### src/rtl/core/mfbs_pkg.sv
// ============================================================================
// mfbs_pkg
// Shared widths, register indexes, state type and the percent-to-factor
// table for the motion friction/bounce step block.
// ============================================================================
package mfbs_pkg;

    // Field widths
    localparam int VEL_W      = 16;
    localparam int FRAC_W     = 16;
    localparam int MODE_W     = 2;
    localparam int PCT_W      = 7;
    localparam int PCT_LEVELS = 1 << PCT_W;
    localparam int FACTOR_W   = 17;   // (127 << 16) / 100 fits in 17 bits
    localparam int PCT_DIV    = 100;
    localparam int FRAC_SHIFT = 16;

    // Velocity limits
    localparam logic signed [VEL_W-1:0] VEL_MAX = 16'sd32767;
    localparam logic signed [VEL_W-1:0] VEL_MIN = -16'sd32767;

    // Configuration port
    localparam int CFG_INDEX_W = 1;
    localparam int CFG_DATA_W  = PCT_W;
    localparam logic [CFG_INDEX_W-1:0] REG_FRICTION   = 1'd0;
    localparam logic [CFG_INDEX_W-1:0] REG_ELASTICITY = 1'd1;

    // Step modes
    typedef enum logic [MODE_W-1:0] {
        MODE_LOAD       = 2'd0,
        MODE_FRICTION   = 2'd1,
        MODE_BOUNCE_V   = 2'd2,
        MODE_BOUNCE_H   = 2'd3
    } mode_t;

    // Motion state carried from step to step
    typedef struct packed {
        logic signed [VEL_W-1:0] vel_h;
        logic signed [VEL_W-1:0] vel_v;
        logic [FRAC_W-1:0]       frac;
    } mfbs_state_t;

    // Percent to 16.16 scale factor, (pct << 16) / 100
    typedef logic [FACTOR_W-1:0] factor_lut_t [PCT_LEVELS];

    function automatic factor_lut_t build_factor_lut();
        factor_lut_t lut;
        for (int i = 0; i < PCT_LEVELS; i++)
        begin
            lut[i] = FACTOR_W'((i << FRAC_SHIFT) / PCT_DIV);
        end
        return lut;
    endfunction

    localparam factor_lut_t FACTOR_LUT = build_factor_lut();

endpackage

### src/rtl/core/mfbs_if.sv
// ============================================================================
// mfbs_in_if / mfbs_out_if
// Valid/ready channels for step commands and velocity results.
// ============================================================================
interface mfbs_in_if
    import mfbs_pkg::*;
();
    logic                    valid;
    logic                    ready;
    logic [MODE_W-1:0]       mode;
    logic signed [VEL_W-1:0] load_h;
    logic signed [VEL_W-1:0] load_v;

    modport source  (output valid, output mode, output load_h, output load_v, input ready);
    modport sink    (input valid, input mode, input load_h, input load_v, output ready);
    modport monitor (input valid, input mode, input load_h, input load_v, input ready);
endinterface

interface mfbs_out_if
    import mfbs_pkg::*;
();
    logic                    valid;
    logic                    ready;
    logic signed [VEL_W-1:0] speed_h;
    logic signed [VEL_W-1:0] speed_v;

    modport source  (output valid, output speed_h, output speed_v, input ready);
    modport sink    (input valid, input speed_h, input speed_v, output ready);
    modport monitor (input valid, input speed_h, input speed_v, input ready);
endinterface

### src/rtl/core/motion_friction_bounce_step.sv
// ============================================================================
// motion_friction_bounce_step
// Horizontal/vertical velocity with friction ticks and elastic bounces.
// ============================================================================
// Takes one step command per cycle and returns one result per command with
// both velocities after that step. A command is captured in an input
// register; once the result slot is free or drains, its new state is
// computed through one shared 17x18 multiplier and written to the state
// register, which is also the result register. Throughput is one command
// per clock as long as the result side takes results; a stalled result
// holds the pipe with one command waiting in the input register. Percent
// registers are converted to 16.16 factors when written and should only be
// written while no command is in flight.
module motion_friction_bounce_step
    import mfbs_pkg::*;
(
    input  logic                   clk,
    input  logic                   rst_n,
    mfbs_in_if.sink                step_in,
    mfbs_out_if.source             step_out,
    input  logic                   cfg_we,
    input  logic [CFG_INDEX_W-1:0] cfg_index,
    input  logic [CFG_DATA_W-1:0]  cfg_data
);
    logic                    in_valid_reg;
    logic [MODE_W-1:0]       mode_reg;
    logic signed [VEL_W-1:0] load_h_reg;
    logic signed [VEL_W-1:0] load_v_reg;
    logic                    out_valid_reg;
    logic [FACTOR_W-1:0]     fric_factor_reg;
    logic [FACTOR_W-1:0]     elas_factor_reg;
    mfbs_state_t             state_reg;
    mfbs_state_t             state_next;
    logic                    advance;

    // Move the input stage forward when the result slot is free or drains
    assign advance       = in_valid_reg && (!out_valid_reg || step_out.ready);
    assign step_in.ready = !in_valid_reg || advance;

    // Configuration: store the scale factor for each percent register
    always_ff @(posedge clk or negedge rst_n)
    begin
        if (!rst_n)
        begin
            fric_factor_reg <= '0;
            elas_factor_reg <= '0;
        end
        else if (cfg_we)
        begin
            case (cfg_index)
                REG_FRICTION:   fric_factor_reg <= FACTOR_LUT[cfg_data];
                REG_ELASTICITY: elas_factor_reg <= FACTOR_LUT[cfg_data];
                default:        ;
            endcase
        end
    end

    // Input register
    always_ff @(posedge clk or negedge rst_n)
    begin
        if (!rst_n)
            in_valid_reg <= 1'b0;
        else if (step_in.ready)
            in_valid_reg <= step_in.valid;
    end

    always_ff @(posedge clk)
    begin
        if (step_in.valid && step_in.ready)
        begin
            mode_reg   <= step_in.mode;
            load_h_reg <= step_in.load_h;
            load_v_reg <= step_in.load_v;
        end
    end

    // Step logic
    mfbs_step u_step (
        .mode              (mode_reg),
        .load_h            (load_h_reg),
        .load_v            (load_v_reg),
        .friction_factor   (fric_factor_reg),
        .elasticity_factor (elas_factor_reg),
        .cur               (state_reg),
        .nxt               (state_next)
    );

    // State and result register
    always_ff @(posedge clk or negedge rst_n)
    begin
        if (!rst_n)
        begin
            state_reg     <= '0;
            out_valid_reg <= 1'b0;
        end
        else
        begin
            if (advance)
                state_reg <= state_next;
            if (advance)
                out_valid_reg <= 1'b1;
            else if (step_out.ready)
                out_valid_reg <= 1'b0;
        end
    end

    assign step_out.valid   = out_valid_reg;
    assign step_out.speed_h = state_reg.vel_h;
    assign step_out.speed_v = state_reg.vel_v;

endmodule

### src/rtl/core/mfbs_step.sv
// ============================================================================
// mfbs_step
// Next-state logic for one step: load, friction tick or bounce, sharing a
// single signed multiplier between the friction and bounce paths.
// ============================================================================
module mfbs_step
    import mfbs_pkg::*;
(
    input  logic [MODE_W-1:0]       mode,
    input  logic signed [VEL_W-1:0] load_h,
    input  logic signed [VEL_W-1:0] load_v,
    input  logic [FACTOR_W-1:0]     friction_factor,
    input  logic [FACTOR_W-1:0]     elasticity_factor,
    input  mfbs_state_t             cur,
    output mfbs_state_t             nxt
);
    localparam int OP_W   = VEL_W + 1;
    localparam int FAC_W  = FACTOR_W + 1;
    localparam int PROD_W = OP_W + FAC_W;
    localparam int ACC_W  = 2 * FRAC_W + 1;
    localparam int WHOLE_W = ACC_W - FRAC_SHIFT;
    localparam int R_W    = PROD_W - FRAC_SHIFT;

    mode_t                     step_mode;
    logic signed [VEL_W-1:0]   bounce_src;
    logic signed [OP_W-1:0]    neg_ext;
    logic [VEL_W-1:0]          mag;
    logic signed [OP_W-1:0]    mul_a;
    logic signed [FAC_W-1:0]   mul_b;
    logic signed [PROD_W-1:0]  prod;
    logic [ACC_W-1:0]          acc;
    logic [WHOLE_W-1:0]        whole;
    logic signed [VEL_W-1:0]   fric_vel;
    logic signed [R_W-1:0]     r_raw;
    logic signed [R_W-1:0]     r_adj;
    logic signed [R_W-1:0]     neg_r;
    logic signed [VEL_W-1:0]   bounce_vel;

    assign step_mode = mode_t'(mode);

    // Pick the velocity to bounce and its negation
    assign bounce_src = (step_mode == MODE_BOUNCE_V) ? cur.vel_v : cur.vel_h;
    assign neg_ext    = -OP_W'(bounce_src);
    assign mag        = cur.vel_h[VEL_W-1] ? VEL_W'(-cur.vel_h) : cur.vel_h;

    // Shared multiplier: |vel_h| * friction or -vel * elasticity
    assign mul_a = (step_mode == MODE_FRICTION) ? $signed({1'b0, mag}) : neg_ext;
    assign mul_b = (step_mode == MODE_FRICTION) ? $signed({1'b0, friction_factor})
                                                : $signed({1'b0, elasticity_factor});
    assign prod  = PROD_W'(mul_a) * PROD_W'(mul_b);

    // Friction: add carried remainder, remove whole part toward zero
    assign acc   = ACC_W'(cur.frac) + ACC_W'(prod[ACC_W-2:0]);
    assign whole = acc[ACC_W-1:FRAC_SHIFT];

    always_comb
    begin
        if (whole >= WHOLE_W'(mag))
            fric_vel = '0;
        else if (cur.vel_h[VEL_W-1])
            fric_vel = cur.vel_h + $signed(whole[VEL_W-1:0]);
        else
            fric_vel = cur.vel_h - $signed(whole[VEL_W-1:0]);
    end

    // Bounce: floor shift, nudge an unchanged result, then saturate
    assign r_raw = prod[PROD_W-1:FRAC_SHIFT];
    assign neg_r = R_W'(neg_ext);

    always_comb
    begin
        if (r_raw == neg_r)
        begin
            if (r_raw > 0)
                r_adj = r_raw - R_W'(1);
            else
                r_adj = r_raw + R_W'(1);
        end
        else
        begin
            r_adj = r_raw;
        end

        if (r_adj > R_W'(VEL_MAX))
            bounce_vel = VEL_MAX;
        else if (r_adj < R_W'(VEL_MIN))
            bounce_vel = VEL_MIN;
        else
            bounce_vel = r_adj[VEL_W-1:0];
    end

    // Select the new state by mode
    always_comb
    begin
        nxt = cur;
        case (step_mode)
            MODE_LOAD:
            begin
                nxt.vel_h = (load_h == -16'sd32768) ? VEL_MIN : load_h;
                nxt.vel_v = (load_v == -16'sd32768) ? VEL_MIN : load_v;
            end
            MODE_FRICTION:
            begin
                if (cur.vel_h != '0)
                begin
                    nxt.vel_h = fric_vel;
                    nxt.frac  = acc[FRAC_W-1:0];
                end
            end
            MODE_BOUNCE_V:
            begin
                nxt.vel_v = bounce_vel;
            end
            MODE_BOUNCE_H:
            begin
                nxt.vel_h = bounce_vel;
            end
            default:
            begin
                nxt = cur;
            end
        endcase
    end

endmodule

### src/flat_wrapper.sv
// flat-port wrapper written by rule: the top's interface ports become plain ports
module motion_friction_bounce_step_flat import mfbs_pkg::*;
  (clk, rst_n, cfg_we, cfg_index, cfg_data, step_in_valid, step_in_mode, step_in_load_h, step_in_load_v, step_in_ready, step_out_valid, step_out_speed_h, step_out_speed_v, step_out_ready);
  mfbs_in_if step_in_i ();
  mfbs_out_if step_out_i ();
  input  logic clk;
  input  logic rst_n;
  input  logic cfg_we;
  input  logic [CFG_INDEX_W-1:0] cfg_index;
  input  logic [CFG_DATA_W-1:0] cfg_data;
  input wire logic [$bits(step_in_i.valid)-1:0] step_in_valid;
  input wire logic [$bits(step_in_i.mode)-1:0] step_in_mode;
  input wire logic [$bits(step_in_i.load_h)-1:0] step_in_load_h;
  input wire logic [$bits(step_in_i.load_v)-1:0] step_in_load_v;
  output wire logic [$bits(step_in_i.ready)-1:0] step_in_ready;
  output wire logic [$bits(step_out_i.valid)-1:0] step_out_valid;
  output wire logic [$bits(step_out_i.speed_h)-1:0] step_out_speed_h;
  output wire logic [$bits(step_out_i.speed_v)-1:0] step_out_speed_v;
  input wire logic [$bits(step_out_i.ready)-1:0] step_out_ready;
  assign step_in_i.valid = step_in_valid;
  assign step_in_i.mode = step_in_mode;
  assign step_in_i.load_h = step_in_load_h;
  assign step_in_i.load_v = step_in_load_v;
  assign step_in_ready = step_in_i.ready;
  assign step_out_valid = step_out_i.valid;
  assign step_out_speed_h = step_out_i.speed_h;
  assign step_out_speed_v = step_out_i.speed_v;
  assign step_out_i.ready = step_out_ready;
  motion_friction_bounce_step u_core (.clk(clk), .rst_n(rst_n), .step_in(step_in_i), .step_out(step_out_i), .cfg_we(cfg_we), .cfg_index(cfg_index), .cfg_data(cfg_data));
endmodule
### config.mk
export PLATFORM = sky130hd
export DESIGN_NAME = motion_friction_bounce_step_flat
export DESIGN_NICKNAME = d
export VERILOG_FILES = /design/src/rtl/core/mfbs_pkg.sv /design/src/rtl/core/mfbs_if.sv /design/src/rtl/core/motion_friction_bounce_step.sv /design/src/rtl/core/mfbs_step.sv /design/src/flat_wrapper.sv
export SDC_FILE = /design/constraint.sdc
export NUM_CORES = 1
export LEC_CHECK = 0
export BUFFER_PORTS_ARGS = -buffer_cell sky130_fd_sc_hd__buf_2
export CAP_MARGIN = 15
export CORE_ASPECT_RATIO = 1.75
export CORE_MARGIN = 5
export CORE_UTILIZATION = 40
export DETAILED_ROUTE_END_ITERATION = 7
export SETUP_SLACK_MARGIN = 0.05
export SKIP_LAST_GASP = 1
export SLEW_MARGIN = 20
export SYNTH_ARGS = -nofsm -noshare
export SYNTH_HDL_FRONTEND = slang
export SYNTH_SLANG_ARGS = --single-unit
### constraint.sdc
create_clock -name clk -period 16.8 [get_ports clk]
set_clock_uncertainty 0.1 [all_clocks]
set_input_delay 0.84 -clock clk [delete_from_list [all_inputs] [get_ports clk]]
set_output_delay 0.84 -clock clk [all_outputs]
set_load 0.005 [all_outputs]
==> flow_summary.toml, run 1 <==
[outcome]
status = "finished clean"

[job]
drv_cap = 0

[sta]
finalHoldViolCount = 0
final-setup-viol-count = 0
worst_pin_slew_ps = 1230
tns_ps = 0
rsz0062_at_grt = "false"
fin_crit_sh_pct = 88.3
whs_ps = 215
slew_headroom_pct = 15.8
drv_slew = 0
max_freq_mhz = 67.4
min_period_ps = 14840

[die]
core_area_um2 = 56100
fp-row-count = 115
dieArea_um2 = 61600
top_level_ports = 81
fp.dieW_um = 190
initial_core_util_pct = 40.3
die_h_um = 325

[worst_setup_path]
path_max_fanout = 34
crit_required_ps = 17070
path_class = "reg2reg"
crit_buf_inv = 4
max_stage_delay_ps = 1020
cpMostUsedCell = "fa_1"
critPathTopFamily = "adder cells"
end_kind = "flip-flop"
worst_ep_arrival_time_ps = 15110
start_kind = "flip-flop"
slowest_stage = "edfxtp_1"

[finish]
final_cell_area_um2 = 24000
fin_util_pct = 42.7
area_growth_pct = 5.97
drive_above_1_share_pct = 7.68
num-fill-cells = 5693
antennaDiodeCount = 0
finalNetCount = 3279

[clock_network]
cts_tree = "yes"
cts.htree.levels = 4
cts-hold-fix-buffers = 0
cts_buffer_depth = 2
clock-sinks = 118
root_buffer = "clkbuf_16"
cts_buffers = 17
post-cts-setup-buffers = 0
cts.clk_slew.worst_paths_ps = 70
post_cts_resize_count = 0
clock_latency_ps = 470

[synthesis]
synth_area_leaders = "fa_1 20%, ha_1 11%, dfrtp_1 9.3%"
syn_area_per_cell_um2 = 7.98
syn_area_um2 = 22600
synthFlopType = "dfrtp_1"
synth_top_cell_area_share_pct = 20.1
yosysUniqueCellTypes = 98
synthesis.nets = 3317
yosysWarnings = 0
yosysMostFrequentCell = "nand2_1"
yosys.area.top_type = "fa_1"
synth_cells = 2836
synth.top_cells.by_count = "403 x nand2_1, 297 x inv_1, 295 x nor2_1"
yosysSeqAreaShare_pct = 13.8
synthArstFlopShare_pct = 71.2
ys_seq_elements = 118
synth_edf_count = 34

[detailed_routing]
wl_um = 79700
drt_iter0_markers = 1522
vias = 21047
drtAntennaViolNets = 0
vias_per_cell = 5.99
dr.pass1.iters = 6
post-route-drc-count = 0
wl_per_cell_um = 22.7

[global_route]
overflow = 0
grt_max_degree = 86
grt_pass1_wl_um = 123000
grt_use_total_pct = 25.7
grt_pass1_vias = 21909
antenna_found_initial = 0

[worst_hold_path]
worstHoldPathType = "in2async"

[placed_design]
gp_congestion = 1.01
placed_cell_area_um2 = 23400
io_buffer_count = 80
dp_hpwl_um = 65000
[layout make-up]
type	instances	area (µm²)	share of cell area, %
Multi-Input combinational cell	2245	17600	73.4
Sequential cell	118	3120	13.0
Inverter	301	1130	4.71
Tap cell	702	878	3.66
Timing Repair Buffer	115	666	2.78
Clock buffer	17	425	1.77
Clock inverter	15	154	0.642
[stage by stage]
stage                     setup WS [ps]  cells
final                              1960   3513
after global routing               1330   3513
after CTS                          1980   3513
after detailed placement           2030   3481
after global placement             2610   3481
after floorplan                    4460   2836
[cell usage in the layout, fill, tap and decap left out, types with 34 or more instances in the layout]
cell type / count
a211oi_1: 39
inv_1: 297
nor2_1: 294
dfrtp_1: 84
a21oi_1: 147
mux2i_1: 43
ha_1: 207
o21ai_0: 150
buf_4: 36
nand3_1: 49
nor3_1: 57
nand2_1: 403
buf_2: 79
a31oi_1: 37
xor2_1: 39
xnor2_1: 74
a21o_1: 35
edfxtp_1: 34
fa_1: 227
[final timing paths]
check | start | to | slack [ps] | cells after the start
max in group asynchronous | rst_n | u_core.state_reg[3] | 15220 | 2
worst max-delay path | u_core.mode_reg[1] | u_core.step_out.speed_h[1] | 1960 | 43
worst min register to register | u_core.elas_factor_reg[5] | u_core.elas_factor_reg[5] | 380 | 2
min in group clk | u_core.elas_factor_reg[5] | u_core.elas_factor_reg[5] | 380 | 2
worst max register to register | u_core.mode_reg[1] | u_core.step_out.speed_h[1] | 1960 | 43
worst min-delay path | rst_n | u_core.elas_factor_reg[11] | 210 | 1
[kinds of logic after synthesis]
group | Yosys count | synth area share [%]
AOI/OAI and AO/OA | 630 | 18.1
xor gates and xnor gates | 119 | 4.91
adders and majority gates | 434 | 31.5
buffers and inverters | 473 | 8.54
DFF | 118 | 13.8
muxes | 70 | 3.48
and+or+nand+nor | 992 | 19.7
[metal layers]
metal | track usage, % | up-vias | part of all wire [%] | routed length, µm
met5 | 0 | - | 0 | 0
li1 | - | 9583 | - | -
met2 | 46.5 | 897 | 52 | 41100
met3 | 3.03 | 349 | 4.8 | 3800
met1 | 26.1 | 10218 | 34 | 27000
met4 | 20.8 | 0 | 9.9 | 7860
Power of run 1 is not shown: default switching activity piles up to over one toggle a cycle in this logic, so the estimate is an artifact.
==> run 2, diff against run 1 <==
--- a/config.mk
+++ b/config.mk
@@ -9,11 +9,12 @@
 export CAP_MARGIN = 15
 export CORE_ASPECT_RATIO = 1.75
 export CORE_MARGIN = 5
-export CORE_UTILIZATION = 40
+export CORE_UTILIZATION = 28
 export DETAILED_ROUTE_END_ITERATION = 7
 export SETUP_SLACK_MARGIN = 0.05
 export SKIP_LAST_GASP = 1
 export SLEW_MARGIN = 20
 export SYNTH_ARGS = -nofsm -noshare
 export SYNTH_HDL_FRONTEND = slang
+export SYNTH_HIERARCHICAL = 1
 export SYNTH_SLANG_ARGS = --single-unit
==> run 2 against run 1 <==
Effect of this change:
- sequential share of layout area shrank 0.66 points
- highest routed layer is now met5
- first-iteration DRC count down 2.8%
- critical path type unchanged
- critical endpoint is now u_core/step_out.speed_v[1]
- core utilization decreased by 12 points
- synthesized area rose by 3.2%
- via count is 1.6% higher
- worst setup slack worse by 1100 ps
==> flow_summary.toml, run 2 <==
[outcome]
status = "finished clean"

[synthesis]
yosys.area.top_type = "fa_1"
synth_area_leaders = "fa_1 19%, ha_1 11%, dfrtp_1 9.0%"
synth_xor_area_share_pct = 5.18
syn_area_um2 = 23400
synthArstFlopShare_pct = 71.2
synthFlopType = "dfrtp_1"
synth_top_family_by_area = "adder cells"
synth_edf_count = 34
yosysWarnings = 6
synthesis.nets = 3349
synth_top_cell_area_share_pct = 19.5
syn_area_per_cell_um2 = 8.15
ys_seq_elements = 118
synth.mux.area_fraction_pct = 5.71
yosysUniqueCellTypes = 94
synth.top_cells.by_count = "339 x nand2_1, 303 x inv_1, 295 x nor2_1"
yosysMostFrequentCell = "nand2_1"
synth_compound_area_share_pct = 17.1
synth-simple-area-share_pct = 19.2
synth_cells = 2865
yosysSeqAreaShare_pct = 13.4
synth_adder_area_share_pct = 30.7

[sta]
rsz0062_at_grt = "false"
fin_crit_sh_pct = 95.1
min_period_ps = 15970
drv_slew = 0
slew_headroom_pct = 21.0
worst_pin_slew_ps = 1180
max_freq_mhz = 62.6
final-setup-viol-count = 0
finalHoldViolCount = 0
tns_ps = 0

[worst_setup_path]
path_max_fanout = 19
slowest_stage = "a2111oi_0"
path_class = "reg2reg"
start_kind = "flip-flop"
max_stage_delay_ps = 890
end_kind = "flip-flop"
crit_required_ps = 17050
worst_ep_arrival_time_ps = 16220
cpMostUsedCell = "fa_1"

[clock_network]
cts_tree = "yes"
clock_latency_ps = 480
cts.htree.levels = 4
cts.clk_slew.worst_paths_ps = 60
cts_buffer_depth = 2
cts-hold-fix-buffers = 0
clock-sinks = 118
cts_buffers = 17
root_buffer = "clkbuf_16"

[detailed_routing]
post-route-drc-count = 0
drt_iter0_markers = 1479
dr.pass1.iters = 6
vias_per_cell = 5.47
wl_per_cell_um = 21.7
wl_um = 84800
drtAntennaViolNets = 0
vias = 21374

[worst_hold_path]
worstHoldPathType = "in2async"

[placed_design]
dp_hpwl_um = 68900
gp_congestion = 1.00
io_buffer_count = 80

[global_route]
overflow = 0
grt_max_degree = 87
antenna_found_initial = 3
grt_use_total_pct = 18.6
grt_pass1_wl_um = 129000
grt_pass1_vias = 22429

[finish]
drive_above_1_share_pct = 9.81
layout_common_cells = "338 x nand2_1, 303 x inv_1, 294 x nor2_1, 227 x fa_1, 210 x ha_1"
finalNetCount = 3315
num-fill-cells = 8981
final_common_cell = "nand2_1"
area_growth_pct = 8.15

[die]
core_area_um2 = 83000
die_h_um = 392
fp-row-count = 140
top_level_ports = 81
fp.dieW_um = 228
dieArea_um2 = 89500
initial_core_util_pct = 28.1

[job]
drv_cap = 0
run 2: final timing paths:
| path | from | endpoint | slack [ps] | depth (start not counted) |
|---|---|---|---|---|
| max reg2reg | u_core/mode_reg[1] | u_core/step_out.speed_v[1] | 830 | 49 |
| min in group clk | u_core/elas_factor_reg[5] | u_core/elas_factor_reg[5] | 390 | 2 |
| max in group asynchronous | rst_n | u_core/step_out.speed_h[9] | 15260 | 2 |
| min reg2reg | u_core/elas_factor_reg[5] | u_core/elas_factor_reg[5] | 390 | 2 |
| min | rst_n | u_core/state_reg[0] | 210 | 1 |
| max | u_core/mode_reg[1] | u_core/step_out.speed_v[1] | 830 | 49 |
run 2: timing repair:
item | CTS | global route
setup endpoints to repair | 0 | 27
setup buffers | 0 | 2
gates resized for setup | 0 | 3
run 2: per-layer routing:
| metal | track usage (%) | up-vias | share of wire, % |
|---|---|---|---|
| li1 | - | 9731 | - |
| met1 | 17.1 | 10471 | 33 |
| met2 | 35.3 | 786 | 52 |
| met3 | 2.39 | 382 | 4.1 |
| met4 | 16.9 | 4 | 11 |
| met5 | 0 | - | 0.039 |
run 2: per-stage QoR:
step	setup slack, ps	util [%]	area (µm²)	instances	hold slack, ps
6_report	831	30.4	25300	3911	213
5_1_grt	440	30.4	25300	3909	249
4_1_cts	298	30.4	25200	3907	209
3_5_place_dp	342	29.6	24600	3875	379
3_3_place_gp	331	29.6	24600	3875	371
2_1_floorplan	2940	-	23400	2865	350
run 2: layout make-up:
class                      instances  area [µm²]  share of cell area (%)
inverter                         305        1140                    4.53
timing repair buffer             131         786                    3.11
tap                             1065        1330                    5.28
antenna                            2        5.00                  0.0198
multi-input combinational       2258       18200                    72.2
sequential                       118        3120                    12.4
clock buffer                      18         439                    1.74
clock inverter                    14         196                   0.778
run 2: logic make-up (layout without fill, tap and decap cells):
family,count (synthesis),in the layout
AO/OA/AOI/OAI,599,599
AND/OR/NAND/NOR,967,967
multiplexers,121,121
XOR/XNOR,134,134
flip-flops,118,118
adder cells (fa/ha/maj),437,437
buffers and inverters,489,468
other,0,2
run 2: worst max-delay path: cells and delay by family, from the launching register on:
kind                       cells  cell delay [ps]
adders and majority gates      9             4220
AOI/OAI and AO/OA             13             4070
DFF                            1              740
xor gates and xnor gates       2              260
buffers and inverters          7             1000
and+or+nand+nor               16             4840
muxes                          2              590
Power of run 2 is left out for the same reason.
